$ cat config.mk
export PLATFORM = sky130hd
export DESIGN_NAME = letter_huffman_code_builder
export DESIGN_NICKNAME = d
export VERILOG_FILES = /design/src/lhcb_pkg.sv /design/src/lhcb_ram.sv /design/src/letter_huffman_code_builder.sv
export SDC_FILE = /design/constraint.sdc
export NUM_CORES = 2
export LEC_CHECK = 0
export BUFFER_PORTS_ARGS = -buffer_cell sky130_fd_sc_hd__clkbuf_2
export CORE_AREA = 2 2 444 446
export DETAILED_ROUTE_END_ITERATION = 8
export DIE_AREA = 0 0 446 448
export HOLD_SLACK_MARGIN = 0.08
export PLACE_DENSITY = 0.57
export SLEW_MARGIN = 20
export SYNTH_ARGS = -nofsm -noshare
export SYNTH_HDL_FRONTEND = slang
export SYNTH_SLANG_ARGS = --single-unit
$ cat constraint.sdc
create_clock -name clk -period 12.2 [get_ports clk]
set_input_delay 0.61 -clock clk [delete_from_list [all_inputs] [get_ports clk]]
set_output_delay 0.61 -clock clk [all_outputs]
set_load 0.005 [all_outputs]
$ cat src/lhcb_pkg.sv
// Shared types and constants for the letter Huffman code builder.
// No dependencies; imported by lhcb_ram users and the top level.
package lhcb_pkg;

  // Default configuration
  localparam int NUM_SYMBOLS_DEF = 26;
  localparam int COUNT_WIDTH_DEF = 24;

  // Fixed field widths
  localparam int CHAR_W    = 8;
  localparam int SYM_IDX_W = 5;
  localparam int CODE_W    = 25;
  localparam int LEN_W     = 5;
  localparam int WEIGHT_W  = 32;

  // Character codes used for case folding
  localparam logic [CHAR_W-1:0] CHAR_LOWER_A = 8'd97;
  localparam logic [CHAR_W-1:0] CHAR_LOWER_Z = 8'd122;
  localparam logic [CHAR_W-1:0] CHAR_UPPER_A = 8'd65;
  localparam logic [CHAR_W-1:0] CHAR_UPPER_Z = 8'd90;
  localparam logic [CHAR_W-1:0] CASE_OFFSET  = 8'd32;

  // Sequencer states
  typedef enum logic [2:0] {
    ST_IDLE,
    ST_FLUSH,
    ST_SCAN,
    ST_SCAN_END,
    ST_MERGE,
    ST_MERGE_HI,
    ST_EMIT_START,
    ST_EMIT_STEP
  } state_t;

endpackage

$ cat src/lhcb_ram.sv
// Generic single-write, single-read RAM with registered read data.
// No dependencies.
module lhcb_ram #(
  parameter int WIDTH = 8,
  parameter int DEPTH = 16,
  localparam int AW = (DEPTH > 1) ? $clog2(DEPTH) : 1
) (
  input  logic             clk,
  input  logic             we,
  input  logic [AW-1:0]    waddr,
  input  logic [WIDTH-1:0] wdata,
  input  logic [AW-1:0]    raddr,
  output logic [WIDTH-1:0] rdata
);

  logic [WIDTH-1:0] mem [DEPTH];

  // Read-first: a same-edge write is not seen by the read
  always_ff @(posedge clk) begin
    if (we) begin
      mem[waddr] <= wdata;
    end
    rdata <= mem[raddr];
  end

endmodule

$ cat src/letter_huffman_code_builder.sv
// Letter histogram and Huffman code builder, top level.
// Depends on lhcb_pkg and lhcb_ram.
//
//  channel   | handshake              | payload
//  ----------+------------------------+--------------------------------------------
//  input     | start high, busy low   | char_byte, end_of_text
//  result    | code_valid, one cycle  | symbol_index, code_bits, code_length,
//            |                        | last_symbol
//
// Bytes are taken one per cycle while busy is low; the count RAM update is a
// two-stage read-modify-write with forwarding between back-to-back bytes.
// After the final byte: a flush state, then each merge k = N..2N-2 scans
// nodes 0..k-1 through the weight RAMs.
// Emission walks from each symbol's leaf up to the root; results cannot be held off.
// busy is high from the final byte until the last result; rst clears the histogram.
module letter_huffman_code_builder #(
  parameter int NUM_SYMBOLS = lhcb_pkg::NUM_SYMBOLS_DEF,
  parameter int COUNT_WIDTH = lhcb_pkg::COUNT_WIDTH_DEF
) (
  input  logic                           clk,
  input  logic                           rst,
  input  logic                           start,
  output logic                           busy,
  input  logic [lhcb_pkg::CHAR_W-1:0]    char_byte,
  input  logic                           end_of_text,
  output logic                           code_valid,
  output logic [lhcb_pkg::SYM_IDX_W-1:0] symbol_index,
  output logic [lhcb_pkg::CODE_W-1:0]    code_bits,
  output logic [lhcb_pkg::LEN_W-1:0]     code_length,
  output logic                           last_symbol
);

  import lhcb_pkg::*;

  localparam int NODE_TOTAL = 2 * NUM_SYMBOLS - 1;
  localparam int NODE_W     = $clog2(NODE_TOTAL);
  localparam int SYM_W      = $clog2(NUM_SYMBOLS);
  localparam int INT_DEPTH  = NUM_SYMBOLS - 1;
  localparam int INT_W      = (INT_DEPTH > 1) ? $clog2(INT_DEPTH) : 1;
  localparam logic [NODE_W-1:0] ROOT      = NODE_W'(NODE_TOTAL - 1);
  localparam logic [NODE_W-1:0] NODE_NSYM = NODE_W'(NUM_SYMBOLS);
  localparam logic [COUNT_WIDTH-1:0] COUNT_MAX = {COUNT_WIDTH{1'b1}};

  state_t state, state_next;

  // ---------------------------------------------------------------
  // Input decode: case fold and range check
  logic             accept;
  logic [CHAR_W-1:0] letter_idx;
  logic             is_letter;
  logic             in_range;
  logic [SYM_W-1:0] in_sym;

  always_comb begin
    is_letter  = 1'b0;
    letter_idx = '0;
    if (char_byte >= CHAR_LOWER_A && char_byte <= CHAR_LOWER_Z) begin
      is_letter  = 1'b1;
      letter_idx = char_byte - CASE_OFFSET - CHAR_UPPER_A;
    end else if (char_byte >= CHAR_UPPER_A && char_byte <= CHAR_UPPER_Z) begin
      is_letter  = 1'b1;
      letter_idx = char_byte - CHAR_UPPER_A;
    end
    in_range = is_letter && (letter_idx < CHAR_W'(NUM_SYMBOLS));
    in_sym   = letter_idx[SYM_W-1:0];
  end

  assign busy   = (state != ST_IDLE);
  assign accept = start && !busy;

  // ---------------------------------------------------------------
  // Histogram RAM with per-entry valid bits
  logic [NUM_SYMBOLS-1:0] cnt_valid;
  logic                   cnt_we;
  logic [SYM_W-1:0]       cnt_raddr;
  logic [COUNT_WIDTH-1:0] cnt_rd;

  // Counting stage and write-back record for forwarding
  logic                   s1_valid;
  logic [SYM_W-1:0]       s1_sym;
  logic                   s1_vbit;
  logic                   wb_valid;
  logic [SYM_W-1:0]       wb_sym;
  logic [COUNT_WIDTH-1:0] wb_data;
  logic [COUNT_WIDTH-1:0] cnt_old;
  logic [COUNT_WIDTH-1:0] cnt_new;

  always_comb begin
    if (wb_valid && wb_sym == s1_sym) begin
      cnt_old = wb_data;
    end else if (s1_vbit) begin
      cnt_old = cnt_rd;
    end else begin
      cnt_old = '0;
    end
    cnt_new = (cnt_old == COUNT_MAX) ? cnt_old : cnt_old + COUNT_WIDTH'(1);
  end

  assign cnt_we = s1_valid;

  lhcb_ram #(
    .WIDTH (COUNT_WIDTH),
    .DEPTH (NUM_SYMBOLS)
  ) u_count_ram (
    .clk   (clk),
    .we    (cnt_we),
    .waddr (s1_sym),
    .wdata (cnt_new),
    .raddr (cnt_raddr),
    .rdata (cnt_rd)
  );

  // ---------------------------------------------------------------
  // Internal node weights and node parent/side store
  logic                       wt_we;
  logic [INT_W-1:0]           wt_waddr;
  logic [INT_W-1:0]           wt_raddr;
  logic [WEIGHT_W-1:0]        wt_wdata;
  logic [WEIGHT_W-1:0]        wt_rd;
  logic                       par_we;
  logic [NODE_W-1:0]          par_waddr;
  logic [NODE_W:0]            par_wdata;
  logic [NODE_W-1:0]          par_raddr;
  logic [NODE_W:0]            par_rd;
  logic [NODE_W-1:0]          par_parent;
  logic                       par_right;

  assign par_parent = par_rd[NODE_W:1];
  assign par_right  = par_rd[0];

  lhcb_ram #(
    .WIDTH (WEIGHT_W),
    .DEPTH (INT_DEPTH)
  ) u_weight_ram (
    .clk   (clk),
    .we    (wt_we),
    .waddr (wt_waddr),
    .wdata (wt_wdata),
    .raddr (wt_raddr),
    .rdata (wt_rd)
  );

  lhcb_ram #(
    .WIDTH (NODE_W + 1),
    .DEPTH (NODE_TOTAL)
  ) u_parent_ram (
    .clk   (clk),
    .we    (par_we),
    .waddr (par_waddr),
    .wdata (par_wdata),
    .raddr (par_raddr),
    .rdata (par_rd)
  );

  // ---------------------------------------------------------------
  // Build and emission registers
  logic [NODE_W-1:0]     k_node;
  logic [NODE_W-1:0]     scan_x;
  logic                  d_valid;
  logic [NODE_W-1:0]     d_x;
  logic [NODE_TOTAL-1:0] merged;
  logic                  lo_ok, hi_ok;
  logic [NODE_W-1:0]     lo_idx, hi_idx;
  logic [WEIGHT_W-1:0]   lo_w, hi_w;
  logic [WEIGHT_W-1:0]   d_w;
  logic [WEIGHT_W:0]     pair_sum;
  logic [SYM_W-1:0]      emit_sym;
  logic [CODE_W-1:0]     walk_code;
  logic [LEN_W-1:0]      walk_len;
  logic [CODE_W-1:0]     step_code;
  logic [LEN_W-1:0]      step_len;
  logic                  emit_last;
  logic [NODE_W-1:0]     k_off;
  logic [NODE_W-1:0]     x_off;

  // Weight of the node whose data just came back
  always_comb begin
    if (d_x < NODE_NSYM) begin
      d_w = cnt_valid[d_x[SYM_W-1:0]] ? WEIGHT_W'(cnt_rd) : '0;
    end else begin
      d_w = wt_rd;
    end
  end

  assign pair_sum  = {1'b0, lo_w} + {1'b0, hi_w};
  assign step_code = walk_code | (CODE_W'(par_right) << walk_len);
  assign step_len  = walk_len + LEN_W'(1);
  assign emit_last = (emit_sym == SYM_W'(NUM_SYMBOLS - 1));
  assign k_off     = k_node - NODE_NSYM;
  assign x_off     = scan_x - NODE_NSYM;

  // ---------------------------------------------------------------
  // Next state
  always_comb begin
    state_next = state;
    unique case (state)
      ST_IDLE: begin
        if (accept && end_of_text) begin
          state_next = ST_FLUSH;
        end
      end
      ST_FLUSH:    state_next = ST_SCAN;
      ST_SCAN: begin
        if (scan_x == k_node - NODE_W'(1)) begin
          state_next = ST_SCAN_END;
        end
      end
      ST_SCAN_END: state_next = ST_MERGE;
      ST_MERGE:    state_next = ST_MERGE_HI;
      ST_MERGE_HI: begin
        state_next = (k_node == ROOT) ? ST_EMIT_START : ST_SCAN;
      end
      ST_EMIT_START: state_next = ST_EMIT_STEP;
      ST_EMIT_STEP: begin
        if (par_parent == ROOT) begin
          state_next = emit_last ? ST_IDLE : ST_EMIT_START;
        end
      end
      default:     state_next = ST_IDLE;
    endcase
  end

  // RAM port control
  always_comb begin
    cnt_raddr = in_sym;
    wt_we     = 1'b0;
    wt_waddr  = k_off[INT_W-1:0];
    wt_wdata  = pair_sum[WEIGHT_W] ? {WEIGHT_W{1'b1}} : pair_sum[WEIGHT_W-1:0];
    wt_raddr  = x_off[INT_W-1:0];
    par_we    = 1'b0;
    par_waddr = lo_idx;
    par_wdata = {k_node, 1'b0};
    par_raddr = NODE_W'(emit_sym);
    unique case (state)
      ST_IDLE:       cnt_raddr = in_sym;
      ST_FLUSH:      cnt_raddr = in_sym;
      ST_SCAN:       cnt_raddr = scan_x[SYM_W-1:0];
      ST_SCAN_END:   cnt_raddr = scan_x[SYM_W-1:0];
      ST_MERGE: begin
        wt_we  = 1'b1;
        par_we = 1'b1;
      end
      ST_MERGE_HI: begin
        par_we    = 1'b1;
        par_waddr = hi_idx;
        par_wdata = {k_node, 1'b1};
      end
      ST_EMIT_START: par_raddr = NODE_W'(emit_sym);
      ST_EMIT_STEP:  par_raddr = par_parent;
      default:       cnt_raddr = in_sym;
    endcase
  end

  // ---------------------------------------------------------------
  // Control registers
  always_ff @(posedge clk) begin
    if (rst) begin
      state      <= ST_IDLE;
      s1_valid   <= 1'b0;
      wb_valid   <= 1'b0;
      cnt_valid  <= '0;
      d_valid    <= 1'b0;
      code_valid <= 1'b0;
    end else begin
      state      <= state_next;
      s1_valid   <= accept && in_range;
      wb_valid   <= s1_valid;
      d_valid    <= (state == ST_SCAN);
      code_valid <= (state == ST_EMIT_STEP) && (par_parent == ROOT);
      if (s1_valid) begin
        cnt_valid[s1_sym] <= 1'b1;
      end
      // Histogram restarts after the final result
      if (state == ST_EMIT_STEP && par_parent == ROOT && emit_last) begin
        cnt_valid <= '0;
      end
    end
  end

  // ---------------------------------------------------------------
  // Datapath registers
  always_ff @(posedge clk) begin
    s1_sym  <= in_sym;
    s1_vbit <= cnt_valid[in_sym];
    wb_sym  <= s1_sym;
    wb_data <= cnt_new;
    d_x     <= scan_x;

    // Two smallest unmerged nodes, lower index wins ties
    if (d_valid && !merged[d_x]) begin
      if (!lo_ok || d_w < lo_w) begin
        hi_ok  <= lo_ok;
        hi_idx <= lo_idx;
        hi_w   <= lo_w;
        lo_ok  <= 1'b1;
        lo_idx <= d_x;
        lo_w   <= d_w;
      end else if (!hi_ok || d_w < hi_w) begin
        hi_ok  <= 1'b1;
        hi_idx <= d_x;
        hi_w   <= d_w;
      end
    end

    case (state)
      ST_FLUSH: begin
        k_node <= NODE_NSYM;
        scan_x <= '0;
        lo_ok  <= 1'b0;
        hi_ok  <= 1'b0;
        merged <= '0;
      end
      ST_SCAN: begin
        scan_x <= scan_x + NODE_W'(1);
      end
      ST_MERGE: begin
        merged[lo_idx] <= 1'b1;
        merged[hi_idx] <= 1'b1;
      end
      ST_MERGE_HI: begin
        k_node    <= k_node + NODE_W'(1);
        scan_x    <= '0;
        lo_ok     <= 1'b0;
        hi_ok     <= 1'b0;
        emit_sym  <= '0;
        walk_code <= '0;
        walk_len  <= '0;
      end
      ST_EMIT_STEP: begin
        if (par_parent == ROOT) begin
          symbol_index <= SYM_IDX_W'(emit_sym);
          code_bits    <= step_code;
          code_length  <= step_len;
          last_symbol  <= emit_last;
          emit_sym     <= emit_sym + SYM_W'(1);
          walk_code    <= '0;
          walk_len     <= '0;
        end else begin
          walk_code <= step_code;
          walk_len  <= step_len;
        end
      end
      default: begin
        walk_len <= walk_len;
      end
    endcase
  end

`ifndef SYNTHESIS
  // Results only come out of a build
  a_result_after_busy: assert property (@(posedge clk) disable iff (rst)
    code_valid |-> $past(busy))
    else $error("result strobe without a build in progress");

  // The final result releases the block
  a_last_frees: assert property (@(posedge clk) disable iff (rst)
    (code_valid && last_symbol) |-> !busy)
    else $error("block still busy after final result");

  // Every merge has two distinct children
  a_merge_pair: assert property (@(posedge clk) disable iff (rst)
    (state == ST_MERGE) |-> (lo_ok && hi_ok && lo_idx != hi_idx))
    else $error("merge without two distinct nodes");

  // Every code word has at least one bit
  a_code_len: assert property (@(posedge clk) disable iff (rst)
    code_valid |-> (code_length != '0))
    else $error("empty code word");
`endif

endmodule
Yosys cells after proc, flatten, opt, wreduce, memory -nomap -nowiden --
Memory sizes are Yosys's and may differ from the RTL's. A register that Yosys moved wholly into a read port is not among the register bits. Cells that the tools add are included. W data, S select, Z words.
Cells by class: add/subtract/negate cells 12, magnitude comparators 17, equal/unequal tests 16, shift operators 1, multiplexer cells 55, bitwise logic cells 4, reduce and logical (&&, ||, !) cells 35
Operator list (number):
- $mux W32 | 4
- $or A51 B51 Y51 | 2
- $pmux W51 S2 | 1
- $mux W24 | 4
- $lt A32 B32 Y1 | 2
- $pmux W25 S2 | 1
- $add A32 B32 Y33 | 1
- $or A26 B26 Y26 | 1
- $mux W25 | 1
- $or A25 B25 Y25 | 1
- $shl A1 B5 Y25 | 1
- $add A24 B1 Y24 const B | 1
- $eq A24 B24 Y1 const B | 1
- $mux W6 | 4
- $pmux W3 S8 | 1
- $pmux W6 S2 | 2
- $lt A6 B7 Y1 const B | 3
- $pmux W5 S2 | 2
- $mux W1 | 19
- $lt A5 B6 Y1 const B | 3
- $ge A8 B7 Y1 const B | 2
- $le A8 B7 Y1 const B | 2
- $mux W8 | 2
- $sub A8 B7 Y8 const B | 2
- other kinds (33) | 77
Storage, ports and cells: bits in registers 286, RAM bits 1781, output and inout port bits 38, logic and storage cells 170, memories 3
Memories:
- u_weight_ram.mem | words 25, bits a word 32, read ports 1, clocked after Yosys merged registers in 1, wr ports 1, line lhcb_ram.sv:16 | logic [WIDTH-1:0] mem [DEPTH];
- u_count_ram.mem | words 26, bits a word 24, read ports 1, clocked after Yosys merged registers in 1, wr ports 1, line lhcb_ram.sv:16
- u_parent_ram.mem | words 51, bits a word 7, read ports 1, clocked after Yosys merged registers in 1, wr ports 1, line lhcb_ram.sv:16

Logic depth before layout (Yosys ltp) --
depth after elaboration 8, gate-level depth with buffers 19, mapped depth without buffers 14

Hierarchy --
From an unflattened synthesis, not the netlist that was laid out.
Second synthesis, totals: cells, all modules 4890, area, all modules 86940.9 um^2
Modules (own cells, without submodules):
- lhcb_ram (u_weight_ram) | instances 1, cells each 1364, area each 30991.0 um^2
- lhcb_ram (u_count_ram) | instances 1, cells each 1165, area each 24533.5 um^2
- letter_huffman_code_builder | instances 1, cells each 1683, area each 17181.5 um^2
- lhcb_ram (u_parent_ram) | instances 1, cells each 678, area each 14234.9 um^2

Worst setup path after synthesis --
No wires, ideal clock.
path type register to register, from register d_x[1], to register hi_idx[0] (enable), arrival time 5.853 ns, required time 11.754 ns, slack 5.901 ns, cell stages (with the launch flop) 19, buffers on the path 4, clock period less this slack 6.299 ns, cells stage by stage dfxtp_1 buf_1 mux4_1 mux4_2 o21ba_1 and2_1 clkbuf_1 clkbuf_1 a22o_1 ha_1 a21o_1 a21o_1 a21o_1 a211oi_1 o21ai_0 a31oi_1 o211ai_4 buf_6 a21oi_1
Between the ends: cells in the longest elaborated chain, start to end 8, elaborated cells between the ends (all ways) 15
Ends and longest elaborated chain:
- from (decl) | line letter_huffman_code_builder.sv:160 | logic [NODE_W-1:0] d_x;
- from (signal assigned) | line letter_huffman_code_builder.sv:287 | d_x <= scan_x;
- $bmux W1 S5 | line letter_huffman_code_builder.sv:179 | d_w = cnt_valid[d_x[SYM_W-1:0]] ? WEIGHT_W'(cnt_rd) : '0;
- $mux W1 (not written as such) | line letter_huffman_code_builder.sv:179
- $mux W24 | line letter_huffman_code_builder.sv:179
- $mux W32 (*) | line letter_huffman_code_builder.sv:178 | if (d_x < NODE_NSYM) begin
- named net d_w[9] | line letter_huffman_code_builder.sv:165 | logic [WEIGHT_W-1:0] d_w;
- $lt A32 B32 Y1, on equally long branches | line letter_huffman_code_builder.sv:291, letter_huffman_code_builder.sv:298
- $logic_or A1 B1 Y1, on equally long branches | line letter_huffman_code_builder.sv:291, letter_huffman_code_builder.sv:298
- $reduce_bool A2 Y1 (no line) (*)
- $reduce_and A2 Y1 (no line) (*)
- to (signal assigned) | line letter_huffman_code_builder.sv:293 | hi_idx <= lo_idx;
- to (decl) | line letter_huffman_code_builder.sv:163 | logic [NODE_W-1:0] lo_idx, hi_idx;
The timed path passes the listed nets; every way through them passes the cells marked *. The select of a mux whose other input is x is not followed. A chain may end at the register's enable or synchronous reset.

Worst setup path after layout --
from register d_x[0], to register hi_w[8] (enable)
Between the ends: cells in the longest elaborated chain, start to end 8, elaborated cells between the ends (all ways) 15
Ends and longest elaborated chain:
- $bmux W1 S5 | line letter_huffman_code_builder.sv:179
- $mux W1 (not written as such) | line letter_huffman_code_builder.sv:179
- $mux W24 | line letter_huffman_code_builder.sv:179
- $mux W32 (*) | line letter_huffman_code_builder.sv:178
- named net d_w[9] | line letter_huffman_code_builder.sv:165
- $lt A32 B32 Y1, on equally long branches | line letter_huffman_code_builder.sv:291, letter_huffman_code_builder.sv:298
- $logic_or A1 B1 Y1, on equally long branches | line letter_huffman_code_builder.sv:291, letter_huffman_code_builder.sv:298
- $reduce_bool A2 Y1 (no line) (*)
- $reduce_and A2 Y1 (no line) (*)
- to (signal assigned) | line letter_huffman_code_builder.sv:294 | hi_w <= lo_w;
- to (signal assigned) | line letter_huffman_code_builder.sv:301 | hi_w <= d_w;
- to (decl) | line letter_huffman_code_builder.sv:164 | logic [WEIGHT_W-1:0] lo_w, hi_w;
Marks and branches as above.

==> impl_metrics.json <==
{
  "status": "complete, no violations",
  "slowest_stage": "mux4_1",
  "yosysTopAreaCell": "edfxtp_1",
  "setup_slack_ps": 6124,
  "gp_congestion": 0.8492,
  "final_hold_viol_count": 0,
  "syn_to_final_growth_pct": 13.13,
  "ys.flop_type": "edfxtp_1",
  "tns_ps": 0,
  "yosys.cell_types.count": 85,
  "clk_pin_slew_ps": 60,
  "layout.cells.non_filler": 8245,
  "synth_fp_nets": 5487,
  "cellLeakagePower_nw": 32.55,
  "cts_resized": 0,
  "io_buffers": 49,
  "syn_area_sq_um": 87340,
  "layout_min_cycle_time_ps": 6076,
  "whs_ps": 158.0,
  "post_cts_buffers": 0,
  "crit_fanout": 24,
  "dp_cells": 7833,
  "grt_pass1_wl_microns": 331400,
  "grt_pass1_vias": 48450,
  "maxSlewHeadroom_pct": 27.48,
  "synth.area.top_cells": "edfxtp_1 68%, mux4_2 8.4%, dfxtp_1 3.2%, nand2_1 2.9%, mux2i_1 1.8%",
  "slowest_delay_ps": 630,
  "hpwlAfterDp_microns": 129700,
  "crit_path_end_kind": "flop",
  "slew_viol_final": 0,
  "fp.dieH_microns": 448,
  "antenna_found_initial": 4,
  "finalSetupViolCount": 0,
  "cellPowerDensity_nw_per_um2": 161.3,
  "ys_ff_latch": 2130,
  "arrival_ps": 6570,
  "clk_latency_ps": 880,
  "die_x_microns": 446,
  "core_sq_um": 194600,
  "start_util_pct": 44.89,
  "syn_inst": 5362,
  "rows": 162,
  "via_per_inst": 5.948,
  "final_nets": 5637,
  "hold_path.class": "primary input to flop",
  "multi_input_area_sq_um": 24020,
  "skew_ps": 53.70,
  "routed_wl_microns": 225600,
  "worst_setup_path_start_kind": "flop",
  "criticalPathCategory": "flop to flop",
  "fmax_mhz": 164.6,
  "synth_compound_area_share_pct": 6.210,
  "synth-simple-area-share_pct": 6.817,
  "post-route-period-util_pct": 49.80,
  "dieArea_sq_um": 199800,
  "synth_top_area_share_pct": 68.45,
  "drc": 0,
  "cts_hold_buffers": 2,
  "yosys_warnings": 0,
  "grt_max_degree": 136,
  "regArea_sq_um": 62570,
  "syn_area_per_cell_sq_um": 16.29,
  "drive_gt1_share_pct": 18.10,
  "cts_sinks": 2130,
  "clock_path_buffers": 3,
  "dr.first_iter.drc_count": 5222,
  "seq_area_frac_synth_pct": 71.64,
  "synth_top_family_by_area": "multiplexers",
  "min_path_cells": 2,
  "grt_usage_pct": 22.55,
  "cts_tree": "done",
  "synth_edf_count": 1991,
  "numCtsBuffers": 217,
  "htree_levels": 4,
  "worstPathCellList": "buf_4 -> mux4_1 -> mux4_2 -> o21ba_1 -> and2_1 -> buf_4 -> a22o_1 -> ha_1 -> a21o_1 -> a21o_1 -> a21o_1 -> a211oi_1 -> o21ai_0 -> a31oi_1 -> o211ai_4 -> a21oi_4 -> buf_4",
  "ant_nets": 0,
  "routedWlPerCell_microns": 27.36,
  "cp.required_ps": 12690,
  "dp_slack_ps": 6113,
  "r2r_cells": 17,
  "dr.pass1.iters": 7,
  "vias": 49040,
  "ir_drop_mv": 0.1228,
  "synthAdderAreaFrac_pct": 1.627,
  "maxCapViolations": 0,
  "muxShareOfSynthArea_pct": 11.05,
  "rsz0062_at_grt": "no",
  "synth-async-reset-ratio_pct": 0,
  "tightest_slew_ps": 1088,
  "ios": 50,
  "cts_root_buffer": "clkbuf_16",
  "fillerInstances": 16020,
  "synth_xor_area_share_pct": 0.8223,
  "overflow": 0
}
==> per-layer routing <==
layer | up-vias | global-route usage (%) | share of wire [%] | wire, microns
met3 | 347 | 3.075 | 6.2 | 13910
met4 | 0 | 6.683 | 2.6 | 5909
met1 | 25620 | 31.92 | 43 | 97680
met2 | 1669 | 36.59 | 48 | 108100
li1 | 21410 | - | - | -
met5 | - | 0 | 0 | 0
==> final timing paths <==
kind,to,startpoint,slack [ps]
max reg2reg,hi_w[8],d_x[0],6120
min reg2reg,wb_sym[1],s1_sym[1],430
min,state[0],rst,160
max,hi_w[8],d_x[0],6120
==> power by group <==
part / internal [W] / switching (W) / total [W] / leakage [nW]
Clock: 0.00374 / 0.00282 / 0.00656 / 3.43
Sequential: 0.00811 / 0.000123 / 0.00823 / 19.2
Combinational: 0.000417 / 0.000726 / 0.00114 / 9.96
==> cell usage in the layout (no fill, tap or decap), types with 15 or more instances in the layout <==
cell	instances
a22o_1	23
a21o_1	56
clkbuf_8	15
nor3_1	27
nand3b_1	16
a211oi_1	31
bufinv_16	15
mux4_2	327
o21ai_1	23
a31oi_1	67
o21ai_0	128
xnor2_1	39
nor2_4	54
inv_1	95
mux2_4	38
nor2_1	138
clkbuf_16	220
clkinv_1	37
and2_1	34
mux2i_1	153
nand3_1	161
xor2_1	28
o21a_1	87
o22ai_1	79
nand4_1	65
clkinv_2	36
buf_4	172
a32oi_1	72
nand2_1	664
o2111ai_1	27
edfxtp_1	1991
a21oi_1	95
dfxtp_1	139
clkbuf_1	65
and3_1	43
nor2b_1	31
ha_1	111
nand2b_1	15
clkbuf_2	49
==> through the flow <==
stage / utilization, % / power, W / instance area (sq um)
after floorplan: - / 0.009067 / 87340
after global placement: 47.11 / 0.009526 / 91670
after detailed placement: 47.11 / 0.009533 / 91670
after CTS: 50.75 / 0.01607 / 98750
after global routing: 50.78 / 0.01644 / 98810
final: 50.78 / 0.01594 / 98810
==> kinds of logic (layout without fill, tap and decap cells) <==
family | Yosys count | count (layout)
AOI/OAI and AO/OA | 795 | 795
xor gates and xnor gates | 82 | 82
adders and majority gates | 113 | 113
buffers and inverters | 393 | 733
DFF | 2130 | 2130
muxes | 531 | 531
other | 0 | 1
and+or+nand+nor | 1318 | 1318
==> registers in the layout (all words and copies together), names as in the netlist, 6 cells and up <==
signal,count
cnt_valid,26
code_bits,25
d_x,6
hi_idx,6
hi_w,32
k_node,6
lo_idx,6
lo_w,32
merged,51
scan_x,6
u_count_ram.mem,624
u_count_ram.rdata,24
u_parent_ram.mem,357
u_parent_ram.rdata,7
u_weight_ram.mem,800
u_weight_ram.rdata,32
walk_code,25
wb_data,24
==> cell usage after synthesis, types with 65 or more instances <==
cell	count
a21oi_1	100
a31oi_1	68
a32oi_1	73
clkbuf_1	203
dfxtp_1	139
edfxtp_1	1991
ha_1	112
inv_1	97
mux2i_1	158
mux4_2	327
nand2_1	664
nand3_1	161
nand4_1	65
nor2_1	193
o21a_1	89
o21ai_0	153
o22ai_1	80
==> cell type report <==
cell class | count | area share (%)
flip-flops and latches | 2130 | 63.32
multi-input cells | 2839 | 24.31
clock buffers | 300 | 6.027
well taps | 2542 | 3.219
repair buffers | 226 | 1.636
clock inverters | 109 | 1.113
inverters | 98 | 0.3723
diodes | 1 | 0.002532
==> critical path: cells and delay by family (launching register included) <==
| family | cells | cell delay (ps) |
|---|---|---|
| flip-flops | 1 | 310 |
| buffers and inverters | 3 | 1090 |
| AND/OR/NAND/NOR | 1 | 160 |
| multiplexers | 2 | 1150 |
| adder cells (fa/ha/maj) | 1 | 300 |
| AO/OA/AOI/OAI | 10 | 2630 |
Power figures use the tool's default switching activity.
